**config.mk**
```make
export PLATFORM = sky130hd
export DESIGN_NAME = stuffed_response_deframer_unit_flat
export DESIGN_NICKNAME = d
export VERILOG_FILES = /design/src/sv/srd_pkg.sv /design/src/sv/srd_stream_if.sv /design/src/sv/stuffed_response_deframer_unit.sv /design/src/flat_wrapper.sv
export VERILOG_INCLUDE_DIRS = /design/src /design/src/sv
export SDC_FILE = /design/constraint.sdc
export NUM_CORES = 1
export LEC_CHECK = 0
export BUFFER_PORTS_ARGS = -buffer_cell sky130_fd_sc_hd__buf_2
export CAP_MARGIN = 20
export CORE_MARGIN = 2
export CORE_UTILIZATION = 40
export DETAILED_ROUTE_END_ITERATION = 8
export PLACE_DENSITY = 0.66
export SLEW_MARGIN = 10
export SYNTH_ARGS = -nofsm -noshare
export SYNTH_HDL_FRONTEND = slang
export SYNTH_SLANG_ARGS = --single-unit
```
**constraint.sdc**
```tcl
create_clock -name clk -period 6.5 [get_ports clk]
set_input_delay 0.975 -clock clk [delete_from_list [all_inputs] [get_ports clk]]
set_output_delay 0.975 -clock clk [all_outputs]
set_load 0.05 [all_outputs]
```
**src/sv/stuffed_response_deframer_unit_macros.svh**
```systemverilog
// ----------------------------------------------------------------------------
// stuffed_response_deframer_unit_macros
// assertion macros shared by the deframer rtl
// ----------------------------------------------------------------------------
`ifndef STUFFED_RESPONSE_DEFRAMER_UNIT_MACROS_SVH
`define STUFFED_RESPONSE_DEFRAMER_UNIT_MACROS_SVH

`ifndef NO_ASSERTIONS
// condition holds at every edge outside reset
`define SRD_ASSERT(label, cond) \
  label: assert property (@(posedge clk) disable iff (rst) (cond)) \
    else $error("deframer check failed");
// antecedent at one edge implies consequent at the next edge
`define SRD_ASSERT_NEXT(label, ante, cons) \
  label: assert property (@(posedge clk) disable iff (rst) (ante) |=> (cons)) \
    else $error("deframer check failed");
`else
`define SRD_ASSERT(label, cond)
`define SRD_ASSERT_NEXT(label, ante, cons)
`endif

`endif

```
**src/sv/srd_pkg.sv**
```systemverilog
// ----------------------------------------------------------------------------
// srd_pkg
// types and codes of the stuffed response deframer
// ----------------------------------------------------------------------------
package srd_pkg;

  // link event kinds
  localparam logic [1:0] FUNC_BYTE    = 2'd0;
  localparam logic [1:0] FUNC_TIMEOUT = 2'd1;
  localparam logic [1:0] FUNC_FAIL    = 2'd2;

  // completion error codes
  localparam logic [2:0] ERR_OK       = 3'd0;
  localparam logic [2:0] ERR_STUFF    = 3'd1;
  localparam logic [2:0] ERR_TIMEOUT  = 3'd2;
  localparam logic [2:0] ERR_READ     = 3'd3;
  localparam logic [2:0] ERR_SHORT    = 3'd4;
  localparam logic [2:0] ERR_ID       = 3'd5;

  // configuration port
  localparam int CFG_IDX_W  = 2;
  localparam int CFG_DATA_W = 11;

  localparam logic [CFG_IDX_W-1:0] REG_ESCAPE_BYTE      = 2'd0;
  localparam logic [CFG_IDX_W-1:0] REG_END_BYTE         = 2'd1;
  localparam logic [CFG_IDX_W-1:0] REG_FRAME_LIMIT      = 2'd2;
  localparam logic [CFG_IDX_W-1:0] REG_PAYLOAD_CAPACITY = 2'd3;

  localparam int LIMIT_W = 11;
  localparam int CAP_W   = 10;

  typedef struct packed {
    logic [1:0] func;
    logic [7:0] rx_byte;
    logic [7:0] expected_id;
  } in_item_t;

  typedef struct packed {
    logic             kind;
    logic [7:0]       payload;
    logic [7:0]       status_byte;
    logic [2:0]       error_code;
    logic [CAP_W-1:0] payload_count;
    logic             last;
  } out_item_t;

endpackage

```
**src/sv/srd_stream_if.sv**
```systemverilog
// ----------------------------------------------------------------------------
// srd_stream_if
// valid/ready stream channel carrying one data item
// ----------------------------------------------------------------------------
interface srd_stream_if #(
  parameter type T = logic
);

  logic valid;
  logic ready;
  T     data;

  modport source (output valid, output data, input ready);
  modport sink   (input valid, input data, output ready);

endinterface

```
**src/sv/stuffed_response_deframer_unit.sv**
```systemverilog
// ----------------------------------------------------------------------------
// stuffed_response_deframer_unit
// removes byte stuffing from a response stream, streams payload bytes and
// closes each frame with one completion report
// output: a result is registered and appears in the cycle after the request that causes it
// throughput: one request per cycle; a result held by the receiver stalls input
// reset: synchronous, clears frame state and output valid, config to defaults
// ----------------------------------------------------------------------------
`include "stuffed_response_deframer_unit_macros.svh"

module stuffed_response_deframer_unit #(
  parameter int FRAME_BYTES = 1024
) (
  input  logic                           clk,
  input  logic                           rst,
  input  logic                           cfg_we,
  input  logic [srd_pkg::CFG_IDX_W-1:0]  cfg_index,
  input  logic [srd_pkg::CFG_DATA_W-1:0] cfg_data,
  srd_stream_if.sink                     in_ch,
  srd_stream_if.source                   out_ch
);

  import srd_pkg::*;

  // the frame limit register is 11 bits, so the limit in use never exceeds
  // the smaller of that range and FRAME_BYTES; the byte counter is sized to it
  localparam int LIM_MAX = (FRAME_BYTES < 2047) ? FRAME_BYTES : 2047;
  localparam int CNT_W   = $clog2(LIM_MAX + 1);

  // configuration registers
  logic [7:0]         escape_byte;
  logic [7:0]         end_byte;
  logic [LIMIT_W-1:0] frame_limit;
  logic [CAP_W-1:0]   payload_capacity;

  // frame state
  logic               escape_pending, escape_pending_next;
  logic               error_seen, error_seen_next;
  logic [CNT_W-1:0]   byte_count, byte_count_next;
  logic [7:0]         hdr_id_seen, hdr_id_seen_next;
  logic [7:0]         status_seen, status_seen_next;
  logic [CAP_W-1:0]   given_count, given_count_next;

  // output register
  logic               out_valid;
  out_item_t          out_item;

  // per-request decode
  in_item_t           req;
  logic               accept;
  logic               do_take;
  logic               do_finish;
  logic [2:0]         fin_code;
  logic [CNT_W-1:0]   limit;
  logic               overflow;
  logic               has_result;
  out_item_t          result;

  // check helpers
  logic               abort_req;
  logic               frame_idle;

  assign req    = in_ch.data;
  // the output register frees up in the same cycle it is drained
  assign in_ch.ready = !out_valid || out_ch.ready;
  assign accept      = in_ch.valid && in_ch.ready;

  assign out_ch.valid = out_valid;
  assign out_ch.data  = out_item;

  // effective frame limit is min(frame_limit, FRAME_BYTES)
  assign limit = (int'(frame_limit) > LIM_MAX) ? CNT_W'(LIM_MAX) : CNT_W'(frame_limit);

  // classify the request: data byte to keep, frame end, or state change only
  always_comb begin
    do_take             = 1'b0;
    do_finish           = 1'b0;
    fin_code            = ERR_OK;
    escape_pending_next = escape_pending;
    error_seen_next     = error_seen;
    case (req.func)
      FUNC_TIMEOUT: begin
        do_finish = 1'b1;
        fin_code  = error_seen ? ERR_STUFF : ERR_TIMEOUT;
      end
      FUNC_FAIL: begin
        do_finish = 1'b1;
        fin_code  = ERR_READ;
      end
      FUNC_BYTE: begin
        if (escape_pending) begin
          escape_pending_next = 1'b0;
          if (req.rx_byte == end_byte) begin
            // end marker, error precedence: stuffing, short, id
            do_finish = 1'b1;
            if (error_seen) begin
              fin_code = ERR_STUFF;
            end else if (byte_count < CNT_W'(2)) begin
              fin_code = ERR_SHORT;
            end else if (hdr_id_seen != req.expected_id) begin
              fin_code = ERR_ID;
            end else begin
              fin_code = ERR_OK;
            end
          end else if (req.rx_byte != escape_byte) begin
            // bad escape sequence
            error_seen_next = 1'b1;
          end else begin
            do_take = 1'b1;
          end
        end else if (req.rx_byte == escape_byte) begin
          escape_pending_next = 1'b1;
        end else begin
          do_take = 1'b1;
        end
      end
      default: begin
        // unused event kind: no result, no state change
      end
    endcase
  end

  // data path: header capture, payload streaming, completion report
  always_comb begin
    byte_count_next    = byte_count;
    hdr_id_seen_next   = hdr_id_seen;
    status_seen_next   = status_seen;
    given_count_next   = given_count;
    overflow           = 1'b0;
    has_result         = 1'b0;
    result             = '0;
    if (do_finish) begin
      has_result           = 1'b1;
      result.kind          = 1'b1;
      result.last          = 1'b1;
      result.status_byte   = (byte_count >= CNT_W'(2)) ? status_seen : 8'h00;
      result.error_code    = fin_code;
      result.payload_count = given_count;
      byte_count_next      = '0;
      hdr_id_seen_next     = '0;
      status_seen_next     = '0;
      given_count_next     = '0;
    end else if (do_take && !error_seen) begin
      if (byte_count >= limit) begin
        // overflow drops the byte and poisons the frame
        overflow = 1'b1;
      end else begin
        byte_count_next = byte_count + CNT_W'(1);
        if (byte_count == '0) begin
          hdr_id_seen_next = req.rx_byte;
        end else if (byte_count == CNT_W'(1)) begin
          status_seen_next = req.rx_byte;
        end else if (given_count < payload_capacity) begin
          given_count_next = given_count + CAP_W'(1);
          has_result       = 1'b1;
          result.payload   = req.rx_byte;
        end
      end
    end
  end

  // configuration writes
  always_ff @(posedge clk) begin
    if (rst) begin
      escape_byte      <= 8'd0;
      end_byte         <= 8'd1;
      frame_limit      <= LIMIT_W'(1024);
      payload_capacity <= CAP_W'(1022);
    end else if (cfg_we) begin
      unique case (cfg_index)
        REG_ESCAPE_BYTE:      escape_byte      <= cfg_data[7:0];
        REG_END_BYTE:         end_byte         <= cfg_data[7:0];
        REG_FRAME_LIMIT:      frame_limit      <= cfg_data[LIMIT_W-1:0];
        REG_PAYLOAD_CAPACITY: payload_capacity <= cfg_data[CAP_W-1:0];
        default: begin
        end
      endcase
    end
  end

  // frame state, cleared at reset and at every completion
  always_ff @(posedge clk) begin
    if (rst) begin
      escape_pending <= 1'b0;
      error_seen     <= 1'b0;
      byte_count     <= '0;
      hdr_id_seen    <= '0;
      status_seen    <= '0;
      given_count    <= '0;
    end else if (accept) begin
      escape_pending <= do_finish ? 1'b0 : escape_pending_next;
      error_seen     <= do_finish ? 1'b0 : (error_seen_next || overflow);
      byte_count     <= byte_count_next;
      hdr_id_seen    <= hdr_id_seen_next;
      status_seen    <= status_seen_next;
      given_count    <= given_count_next;
    end
  end

  // output register
  always_ff @(posedge clk) begin
    if (rst) begin
      out_valid <= 1'b0;
    end else if (accept) begin
      out_valid <= has_result;
    end else if (out_ch.ready) begin
      out_valid <= 1'b0;
    end
  end

  always_ff @(posedge clk) begin
    if (accept && has_result) begin
      out_item <= result;
    end
  end

  // checks
  assign abort_req  = accept && (req.func == FUNC_TIMEOUT || req.func == FUNC_FAIL);
  assign frame_idle = (byte_count == '0) && !escape_pending && !error_seen &&
                      (given_count == '0);

  `SRD_ASSERT(a_given_le_bytes, int'(given_count) <= int'(byte_count))
  `SRD_ASSERT_NEXT(a_abort_reports, abort_req, out_valid && out_item.last && out_item.kind)
  `SRD_ASSERT_NEXT(a_abort_clears, abort_req, frame_idle)

endmodule
```
**src/flat_wrapper.sv**
```systemverilog
// flat-port wrapper written by rule: the top's interface ports become plain ports
module stuffed_response_deframer_unit_flat import srd_pkg::*;
#(
  parameter int FRAME_BYTES = 1024
)
  (clk, rst, cfg_we, cfg_index, cfg_data, in_ch_valid, in_ch_data, in_ch_ready, out_ch_valid, out_ch_data, out_ch_ready);
  srd_stream_if in_ch_i ();
  srd_stream_if out_ch_i ();
  input  logic clk;
  input  logic rst;
  input  logic cfg_we;
  input  logic [srd_pkg::CFG_IDX_W-1:0] cfg_index;
  input  logic [srd_pkg::CFG_DATA_W-1:0] cfg_data;
  input wire logic [$bits(in_ch_i.valid)-1:0] in_ch_valid;
  input wire logic [$bits(in_ch_i.data)-1:0] in_ch_data;
  output wire logic [$bits(in_ch_i.ready)-1:0] in_ch_ready;
  output wire logic [$bits(out_ch_i.valid)-1:0] out_ch_valid;
  output wire logic [$bits(out_ch_i.data)-1:0] out_ch_data;
  input wire logic [$bits(out_ch_i.ready)-1:0] out_ch_ready;
  assign in_ch_i.valid = in_ch_valid;
  assign in_ch_i.data = in_ch_data;
  assign in_ch_ready = in_ch_i.ready;
  assign out_ch_valid = out_ch_i.valid;
  assign out_ch_data = out_ch_i.data;
  assign out_ch_i.ready = out_ch_ready;
  stuffed_response_deframer_unit #(.FRAME_BYTES(FRAME_BYTES)) u_core (.clk(clk), .rst(rst), .cfg_we(cfg_we), .cfg_index(cfg_index), .cfg_data(cfg_data), .in_ch(in_ch_i), .out_ch(out_ch_i));
endmodule
```
==> run summary, run 1 <==
Pre-antenna DRT Iters - 4
Synthesis Warnings - 0
RSZ-0062 raised after global routing - no
Commonest cells after routing, fill and taps aside - nand2_1, dfxtp_1, a21oi_1
Placed cell count - 489
Critical path peak fanout - 30
Initial core utilization - 41.2%
Clk_skew - 0.0113 ns
CTS sink cnt - 62
Ant. Diodes - 0
Chip Width - 93.0 um
Finished layout cell area - 0.00351 sq mm
Leak Pwr - 0.00140 uW
First-pass GRT wire length - 12,200 um
Synth cell types - 44
Vias after detailed routing - 2,798
IO Count - 22
Setup violations, final - 0
Total track usage - 17.6%
Std-Cell Rows - 32
Total CTS buffers - 9
NetSw - 228 uW
Post-CTS sizing - 0
Number of synthesized register bits - 62
Most common cell after layout, fill and taps aside - nand2_1
Highest Signal Layer - met4
Non-Filler Instances - 505
Tcrit/Tclk final - 51.5%
Final GP Congestion - 0.788
Layout Utilization - 45.7%
Area Growth Syn to Fin - 10.8%
Relative slew slack - 33.5%
Post-CTS setup buffers - 0
Crit path time final - 3.35 ns
PortBufs - 20
Largest net degree at the start of global routing - 38
Pwr per Cell Area - 223 mW/mm^2
Count of final max-slew check failures - 0
Max cap viols - 0
Arr. time, crit path - 3.62 ns
Via/cell ratio - 5.54
Routed Antenna Nets - 0
Clock buffer depth - 2
Core footprint - 0.00769 sq mm
HP Class - flop to flop
Cell Area, Placed - 0.00334 sq mm
DP HPWL - 5080 um
Met2 WL post-DR - 3190 um
NumNets Final - 441
Crit path capture type - flop
Worst-Margin Slew - 0.994 ns
Clock power share - 38.4%
Switching part of the total power - 29.0%
DRT iter0 DRCs - 116
Netlist Area Pre-Place - 0.00317 sq mm
Share of cells above drive strength 1 - 11.2%
Drt total wl - 7240 um
Seq/Total Area, Yosys - 39.5%
Seq pwr share - 51.0%
CTS tree - done
Grt ovf - 0
Root Buffer - clkbuf_8
Syn Area/Cell - 8.30 sq um
Max Fclk - 0.299 GHz
Clock Latency Late Sink - 0.35 ns
Cell Int Power - 557 uW
H-tree levels - 3
Hold_ws - 0.458 ns
Final hold violations - 0
Vias in the first global route - 2,563
Part of the power in combinational logic - 10.6%
Setup CP Type - flop to flop
Die area - 0.00865 sq mm
Synthesized instance count - 382
Largest vdd supply drop - 0.000137 V
M1 wire length - 3620 um
WP data required - 6.77 ns
Initial antenna violation count - 0
Syn Nets - 425
Hold Buf Count CTS - 0
Met3 WL - 363 um
DRC Markers - 0
CTS clk-pin slew, worst paths - 0.07 ns
Final TNS setup - 0 ns
Routed wire per std cell - 14.3 um
Status - completed
Die H - 93.0 um
Startpoint Class - flop
==> per-stage QoR <==
stage          power (uW)  setup slack, ns
2_1_floorplan         467             3.72
3_3_place_gp          490             3.27
6_report              785             3.15
5_1_grt               820             2.85
3_5_place_dp          492             3.12
4_1_cts               793             3.10
==> registers in the layout (all words and copies together), names as in the netlist <==
| signal | count |
|---|---|
| u_core.escape_byte | 8 |
| u_core.given_count | 10 |
| u_core.end_byte | 8 |
| u_core.out_ch.data | 1 |
| u_core.frame_limit | 11 |
| u_core.out_ch.valid | 1 |
| u_core.payload_capacity | 10 |
| u_core.byte_count | 11 |
| u_core.escape_pending | 1 |
| u_core.error_seen | 1 |
==> Yosys cell counts, drive strengths merged <==
| master | number | share of area [%] |
|---|---|---|
| o31ai | 8 | 1.9 |
| and2 | 2 | 0.39 |
| a21oi | 41 | 6.5 |
| nor2 | 15 | 1.8 |
| nor3 | 2 | 0.32 |
| a311oi | 1 | 0.28 |
| nor3b | 1 | 0.24 |
| a2111o | 1 | 0.36 |
| o211a | 1 | 0.32 |
| or4 | 9 | 2.1 |
| ha | 24 | 9.5 |
| o21ai | 10 | 1.6 |
| o221a | 1 | 0.36 |
| o21ba | 1 | 0.32 |
| clkbuf | 9 | 1.1 |
| and3 | 6 | 1.2 |
| or2 | 3 | 0.59 |
| a211o | 1 | 0.28 |
| inv | 19 | 2.2 |
| a31oi | 6 | 1.2 |
| nand2b | 3 | 0.59 |
| o311ai | 2 | 0.55 |
| o21bai | 2 | 0.47 |
| a21o | 5 | 1.2 |
| nor2b | 2 | 0.39 |
| nand3 | 13 | 2.1 |
| a41oi | 1 | 0.28 |
| edfxtp | 1 | 0.95 |
| dfxtp | 61 | 39 |
| buf | 7 | 0.99 |
| nand2 | 77 | 9.1 |
| nand4 | 7 | 1.4 |
| o211ai | 17 | 4.0 |
| o41ai | 1 | 0.28 |
| a2111oi | 1 | 0.28 |
| nor4 | 6 | 2.1 |
| a211oi | 2 | 0.63 |
| o2111a | 1 | 0.36 |
| mux2i | 8 | 2.5 |
| or3 | 3 | 0.59 |
| o2111ai | 1 | 0.28 |
==> worst max-delay path, cell delays in order (launching register included) <==
cell	delay, ns
dfxtp_1	0.31
inv_1	0.24
nand2_1	0.12
ha_1	0.30
a21o_1	0.18
a21o_1	0.16
a31oi_1	0.28
nand3_1	0.77
or4_1	0.75
a21oi_1	0.15
==> final cells by class <==
cell class	count	area [sq um]
fillers	793	4170
multi-input cells	285	1780
flip-flops and latches	62	1250
well taps	102	128
clock buffers	9	124
repair buffers	21	108
inverters	19	71.3
clock inverters	7	48.8
==> kinds of logic after synthesis <==
| kind of cell | after synthesis | share of synthesized area, % |
|---|---|---|
| AO/OA/AOI/OAI | 104 | 21.4 |
| adder cells (fa/ha/maj) | 24 | 9.47 |
| buffers and inverters | 35 | 4.30 |
| flip-flops | 62 | 39.5 |
| multiplexers | 8 | 2.53 |
| AND/OR/NAND/NOR | 149 | 22.9 |
==> final timing paths <==
check	start	endpoint	slack, ns	depth (start not counted)
min	u_core.frame_limit[9]	u_core.frame_limit[9]	0.46	2
max reg2reg	u_core.frame_limit[10]	u_core.byte_count[9]	3.15	9
min reg2reg	u_core.frame_limit[9]	u_core.frame_limit[9]	0.46	2
max	u_core.frame_limit[10]	u_core.byte_count[9]	3.15	9
==> routing by layer <==
metal	up-vias	track usage, %
li1	1417	-
met1	1313	24.1
met2	60	27.5
met3	8	4.43
met4	0	5.27
met5	-	0
==> power by group through the flow <==
stage / Sequential (uW) / Clock, uW / Combinational [uW]
5_1_grt: 402 / 325 / 93.1
6_report: 401 / 301 / 83.4
3_5_place_dp: 409 / 0 / 82.2
2_1_floorplan: 409 / 0 / 58.0
3_3_place_gp: 409 / 0 / 81.2
4_1_cts: 401 / 309 / 83.2
Power figures use the tool's default switching activity.
==> run 2, diff against run 1 <==
- PLACE_DENSITY: 0.66 -> 0.68
- clock period: 6.5 -> 2.8 ns (I/O delays scaled with it)
==> run 2 against run 1 <==
  * Sequential share of layout area is 0.45 points lower
  * Core utilization grew 0.59 points
  * Via count is 0.43% higher
  * Critical path type unchanged
  * Clock power rose by 150%
  * Clock skew down 0.0011 ns
  * Power grew 140%
  * Largest cell class unchanged
  * Clock-buffer cell count unchanged
  * Design area rose by 1.3%
==> run summary, run 2 (synthesized netlist as in run 1, its figures left out) <==
Status - completed
Via/cell ratio - 5.55 (+0.23%)
Startpoint Class - flop
Final GP Congestion - 0.799 (+1.4%)
Total track usage - 17.6% (about the same)
Clock Latency Late Sink - 0.34 ns (about the same)
Cell Int Power - 1380 uW (+150%)
DP HPWL - 5180 um (+2.0%)
Most common cell after layout, fill and taps aside - nand2_1
Commonest cells after routing, fill and taps aside - nand2_1, dfxtp_1, a21oi_1
CP cell instances - inv_1 -> buf_4 -> nand2_1 -> ha_1 -> a21oi_1 -> o21ai_0 -> a31oi_2 -> nand3_1 -> buf_12 -> or4_1 -> a21oi_1
Final hold violations - 0 (unchanged)
Routed Antenna Nets - 0 (unchanged)
CTS tree - done
First-pass GRT wire length - 12,100 um (-0.22%)
Final TNS setup - 0 ns (unchanged)
CTS sink cnt - 62 (unchanged)
Crit path time final - 2.51 ns (-0.836 ns)
Total CTS buffers - 9 (unchanged)
Pre-CTS WS - 0.239 ns (-2.88 ns)
WP data required - 3.06 ns (-3.71 ns)
Filler cells - 802 (+1.1%)
WP buf/inv - 3 (+2)
Biggest regs - u_core.byte_count x11, u_core.frame_limit x11
Die H - 93.0 um (unchanged)
PnR worst setup slack - 0.289 ns (-2.86 ns)
Largest vdd supply drop - 0.000411 V (+200%)
Pwr per Cell Area - 526 mW/mm^2 (+140%)
H-tree levels - 3 (unchanged)
Critical path peak fanout - 30 (unchanged)
Non-Filler Instances - 506 (+0.20%)
Root Buffer - clkbuf_8
Hold Buf Count CTS - 0 (unchanged)
Initial core utilization - 41.2% (unchanged)
Area Growth Syn to Fin - 12.2%
Kind of cell adding the most delay to the critical path - simple AND/OR/NAND/NOR gates
Std-Cell Rows - 32 (unchanged)
DRT iter0 DRCs - 139 (+20%)
Max cap viols - 0 (unchanged)
Reg2reg path depth - 11 (+2)
HP Class - primary input to flop
Reg area - 0.00125 sq mm (unchanged)
Largest net degree at the start of global routing - 38 (unchanged)
Setup CP Type - flop to flop
Drt total wl - 7230 um (-0.15%)
Arr. time, crit path - 2.77 ns (-0.85 ns)
IO Count - 22 (unchanged)
Die area - 0.00865 sq mm (unchanged)
Worst-Margin Slew - 0.755 ns (-0.239 ns)
WP depth - 11 (+2)
Clock buffer depth - 2 (unchanged)
Total Power - 1870 uW (+140%)
Pre-antenna DRT Iters - 4 (unchanged)
Routed wire per std cell - 14.3 um (-0.35%)
Clk_skew - 0.0103 ns (-0.00108 ns)
Switching part of the total power - 26.4% (-2.6 points)
RSZ-0062 raised after global routing - no
Grt ovf - 0 (unchanged)
Clock power share - 39.4% (+1.0 points)
NumNets Final - 444 (+0.68%)
DRC Markers - 0 (unchanged)
CP Capture Point - u_core.byte_count[8]
Tcrit/Tclk final - 89.7% (+38 points)
Placed cell count - 492 (+0.61%)
Critical R2R Launch - u_core.frame_limit[10]
Critical path's slowest cell - or4_1
PortBufs - 20 (unchanged)
Max Fclk - 0.398 GHz (+33%)
Count of final max-slew check failures - 0 (unchanged)
Ant. Diodes - 0 (unchanged)
NetSw - 494 uW (+120%)
Share of cells above drive strength 1 - 11.6% (+0.47 points)
Vias in the first global route - 2,543 (-0.78%)
Crit path capture type - flop
Setup violations, final - 0 (unchanged)
Seq pwr share - 49.7% (-1.3 points)
Vias after detailed routing - 2,810 (+0.43%)
Worst R2R End - u_core.byte_count[8]
Part of the power in combinational logic - 10.9% (+0.3 points)
Area occupied by multi-input gates - 0.00179 sq mm (+0.35%)
Initial antenna violation count - 0 (unchanged)
CP most frequent cell - a21oi_1
Crit path largest cell delay - 0.50 ns (-0.27 ns)
Critical Path Start - u_core.frame_limit[10]
Setup slack, reg-to-reg - 0.29 ns (-2.86 ns)
Core footprint - 0.00769 sq mm (unchanged)
Chip Width - 93.0 um (unchanged)
Relative slew slack - 49.5% (+16 points)
Leak Pwr - 0.00143 uW (+1.6%)
CTS clk-pin slew, worst paths - 0.07 ns (about the same)
-- run 2: cell count changes in the layout (fill, tap and decap cells not counted), sizes merged --
| cell | previous run | this run |
|---|---|---|
| buf | 21 | 24 |
| clkinv | 5 | 3 |
| bufinv | 0 | 1 |
| inv | 20 | 19 |
-- run 2: final cells by class --
type                       count  area share, %
sequential                    62           35.2
tap                          102           3.59
timing repair buffer          24           4.01
inverter                      19           2.00
clock buffer                   9           3.48
clock inverter                 5           1.48
multi-input combinational    285           50.3
-- run 2: timing repair --
| action | CTS | global route |
|---|---|---|
| hold endpoints to repair | 0 | 0 |
| setup endpoints to repair | 0 | 2 |
| resized for setup | 0 | 1 |
| buffers inserted | 0 | 0 |
-- run 2: worst register-to-register path, stage by stage, from the launching register on --
cell and delay (ns):
dfxtp_1 0.31, inv_1 0.12, buf_4 0.16, nand2_1 0.06, ha_1 0.29, a21oi_1 0.13
o21ai_0 0.12, a31oi_2 0.22, nand3_1 0.16, buf_12 0.20, or4_1 0.50, a21oi_1 0.16
-- run 2: routing by layer --
layer	global-route usage [%]	up-vias	share of wire (%)
met5	0	-	0
met2	26.8	65	44
li1	-	1424	-
met1	25.0	1317	50
met3	4.67	4	4.5
met4	4.41	0	0.83
-- run 2: how the worst min path moves through the flow --
stage                                      from                endpoint  slack, ns  cells after the start
after floorplan           u_core.frame_limit[0]   u_core.frame_limit[0]       0.43                      2
after global placement    u_core.frame_limit[9]   u_core.frame_limit[9]       0.45                      2
after detailed placement  u_core.frame_limit[7]   u_core.frame_limit[7]       0.45                      2
after CTS                          cfg_data[10]  u_core.frame_limit[10]       0.31                      3
after global routing                cfg_data[8]   u_core.frame_limit[8]       0.33                      3
final                              cfg_data[10]  u_core.frame_limit[10]       0.32                      3
-- run 2: stage by stage --
stage / hold WS (ns) / cell area (sq um) / utilization (%)
4_1_cts: 0.311 / 3550 / 46.2
2_1_floorplan: 0.432 / 3170 / -
3_5_place_dp: 0.450 / 3380 / 43.9
5_1_grt: 0.332 / 3560 / 46.3
3_3_place_gp: 0.446 / 3380 / 43.9
6_report: 0.319 / 3560 / 46.3
-- run 2: power groups by stage --
stage	Combinational [uW]	Clock [uW]	Sequential, uW
after floorplan	135	0	950
after global placement	198	0	949
after detailed placement	202	0	950
after CTS	203	756	930
after global routing	228	790	933
final	204	739	930
==> run 3, diff against run 2 <==
- CORE_ASPECT_RATIO: default -> 1.2
==> run 3 against run 2 <==
  * Via count is 1.0% higher
  * Flip-flop and latch count stayed put
  * Sequential power hardly changed
  * Global-route usage is 0.32 points higher
  * Power is 4.7% higher
  * Highest routed layer unchanged
  * Critical path depth is 5 lower
  * Clock-buffer cell count is 2 higher
  * Design area is 0.46% higher
  * Clock power is 12% higher
==> run summary, run 3 (synthesized netlist as in run 1, its figures left out) <==
Grt ovf - 0 (unchanged)
Most common cell after layout, fill and taps aside - nand2_1
Relative slew slack - 41.7% (-7.8 points)
Count of final max-slew check failures - 0 (unchanged)
Hold path start - cfg_data[10]
Drt total wl - 7400 um (+2.3%)
Layout Utilization - 46.4% (+0.091 points)
Initial core utilization - 41.1% (-0.11 points)
Root Buffer - clkbuf_8
Die area - 0.00866 sq mm (about the same)
Switching part of the total power - 26.4% (about the same)
Total Power - 1960 uW (+4.7%)
Total track usage - 18.0% (+0.32 points)
Chip Width - 85.3 um (-8.3%)
Share of cells above drive strength 1 - 12.3% (+0.62 points)
Startpoint Class - flop
Clock buffer depth - 2 (unchanged)
Vias in the first global route - 2,647 (+4.1%)
Critical path peak fanout - 9 (-70%)
Critical Path Start - u_core.byte_count[5]
Placed cell count - 484 (-1.6%)
NumNets Final - 446 (+0.45%)
Commonest cells after routing, fill and taps aside - nand2_1, dfxtp_1, a21oi_1
RSZ-0062 raised after global routing - no
Via/cell ratio - 5.68 (+2.2%)
Largest net degree at the start of global routing - 31 (-18%)
Max cap viols - 0 (unchanged)
WP data required - 3.04 ns (-0.02 ns)
Cell Int Power - 1440 uW (+4.6%)
Largest vdd supply drop - 0.000412 V (+0.32%)
Clk_skew - 0.00795 ns (-0.00231 ns)
Final GP Congestion - 0.807 (+1.0%)
DRT iter0 DRCs - 232 (+67%)
NetSw - 518 uW (+4.7%)
DP HPWL - 5360 um (+3.3%)
Hold Buf Count CTS - 0 (unchanged)
Reg2reg path depth - 6 (-5)
Setup violations, final - 0 (unchanged)
H-tree levels - 3 (unchanged)
DRC Markers - 0 (unchanged)
CTS sink cnt - 62 (unchanged)
Max Fclk - 0.404 GHz (+1.4%)
IO Count - 22 (unchanged)
Setup CP Type - flop to flop
Worst Hold Depth - 3 (unchanged)
Clock power share - 42.2% (+2.8 points)
Final TNS setup - 0 ns (unchanged)
Routed Antenna Nets - 0 (unchanged)
Arr. time, crit path - 2.71 ns (-0.06 ns)
Initial antenna violation count - 0 (unchanged)
Status - completed
Clock Latency Late Sink - 0.35 ns (about the same)
Seq pwr share - 47.5% (-2.2 points)
Std-Cell Rows - 35 (+9.4%)
CTS tree - done
Non-Filler Instances - 500 (-1.2%)
Tcrit/Tclk final - 88.4% (-1.3 points)
Final hold violations - 0 (unchanged)
HP Class - primary input to flop
Pre-antenna DRT Iters - 5 (+1)
Biggest regs - u_core.byte_count x11, u_core.frame_limit x11
PortBufs - 20 (unchanged)
Crit path time final - 2.47 ns (-0.0357 ns)
Worst-Margin Slew - 0.863 ns (+0.108 ns)
Routed wire per std cell - 14.8 um (+3.5%)
Crit path capture type - flop
Total CTS buffers - 9 (unchanged)
CTS clk-pin slew, worst paths - 0.07 ns (about the same)
Pwr per Cell Area - 548 mW/mm^2 (+4.2%)
First-pass GRT wire length - 12,400 um (+1.9%)
Ant. Diodes - 0 (unchanged)
Critical R2R Launch - u_core.byte_count[5]
Part of the power in combinational logic - 10.3% (-0.6 points)
Vias after detailed routing - 2,838 (+1.0%)
Die H - 102 um (+9.1%)
Leak Pwr - 0.00144 uW (+0.98%)
Area Growth Syn to Fin - 12.7%
Core footprint - 0.00771 sq mm (+0.26%)
## run 3: changes by cell type in the layout (fill, tap and decap cells not counted), sizes merged
cell and delta:
clkbuf +2, buf +2
## run 3: repair_timing
item,4_1_cts,5_1_grt
resized for setup,0,1
buffers inserted,0,0
setup endpoints to repair,0,6
## run 3: layout make-up
class,instances,area (sq um)
fillers,776,4130
clock inverters,5,56.3
well taps,92,115
repair buffers,26,145
multi-input cells,285,1780
inverters,19,71.3
clock buffers,11,153
flip-flops and latches,62,1250
## run 3: final timing paths
| path | end | slack [ns] |
|---|---|---|
| max | u_core.given_count[2] | 0.33 |
| min | u_core.frame_limit[10] | 0.32 |
| max reg2reg | u_core.given_count[2] | 0.33 |
| min reg2reg | u_core.frame_limit[0] | 0.45 |
## run 3: critical path, cell delays in order, from the launching register on
cell	delay, ns
dfxtp_1	0.38
nor4_1	0.34
o211ai_1	0.15
o41ai_1	0.72
a21oi_1	0.36
a41oi_1	0.33
a21oi_1	0.09
## run 3: power by group through the flow
stage	registers, uW	logic, uW	clock network, uW
2_1_floorplan	950	135	0
3_3_place_gp	949	195	0
3_5_place_dp	951	200	0
4_1_cts	931	202	829
5_1_grt	934	225	861
6_report	931	203	826
## run 3: through the flow
stage	setup WS [ns]	instance area (sq um)	hold slack (ns)
finish	0.325	3570	0.323
global route	0.0794	3570	0.345
CTS	0.223	3570	0.311
detailed placement	0.225	3370	0.447
global placement	0.299	3370	0.445
floorplan	0.291	3170	0.432
## run 3: per-layer routing
metal | up-vias | part of all wire [%] | track usage [%]
met5 | - | 0 | 0
met4 | 0 | 2.0 | 7.45
met3 | 11 | 4.3 | 3.67
met2 | 67 | 47 | 30.4
met1 | 1329 | 46 | 22.3
li1 | 1431 | - | -
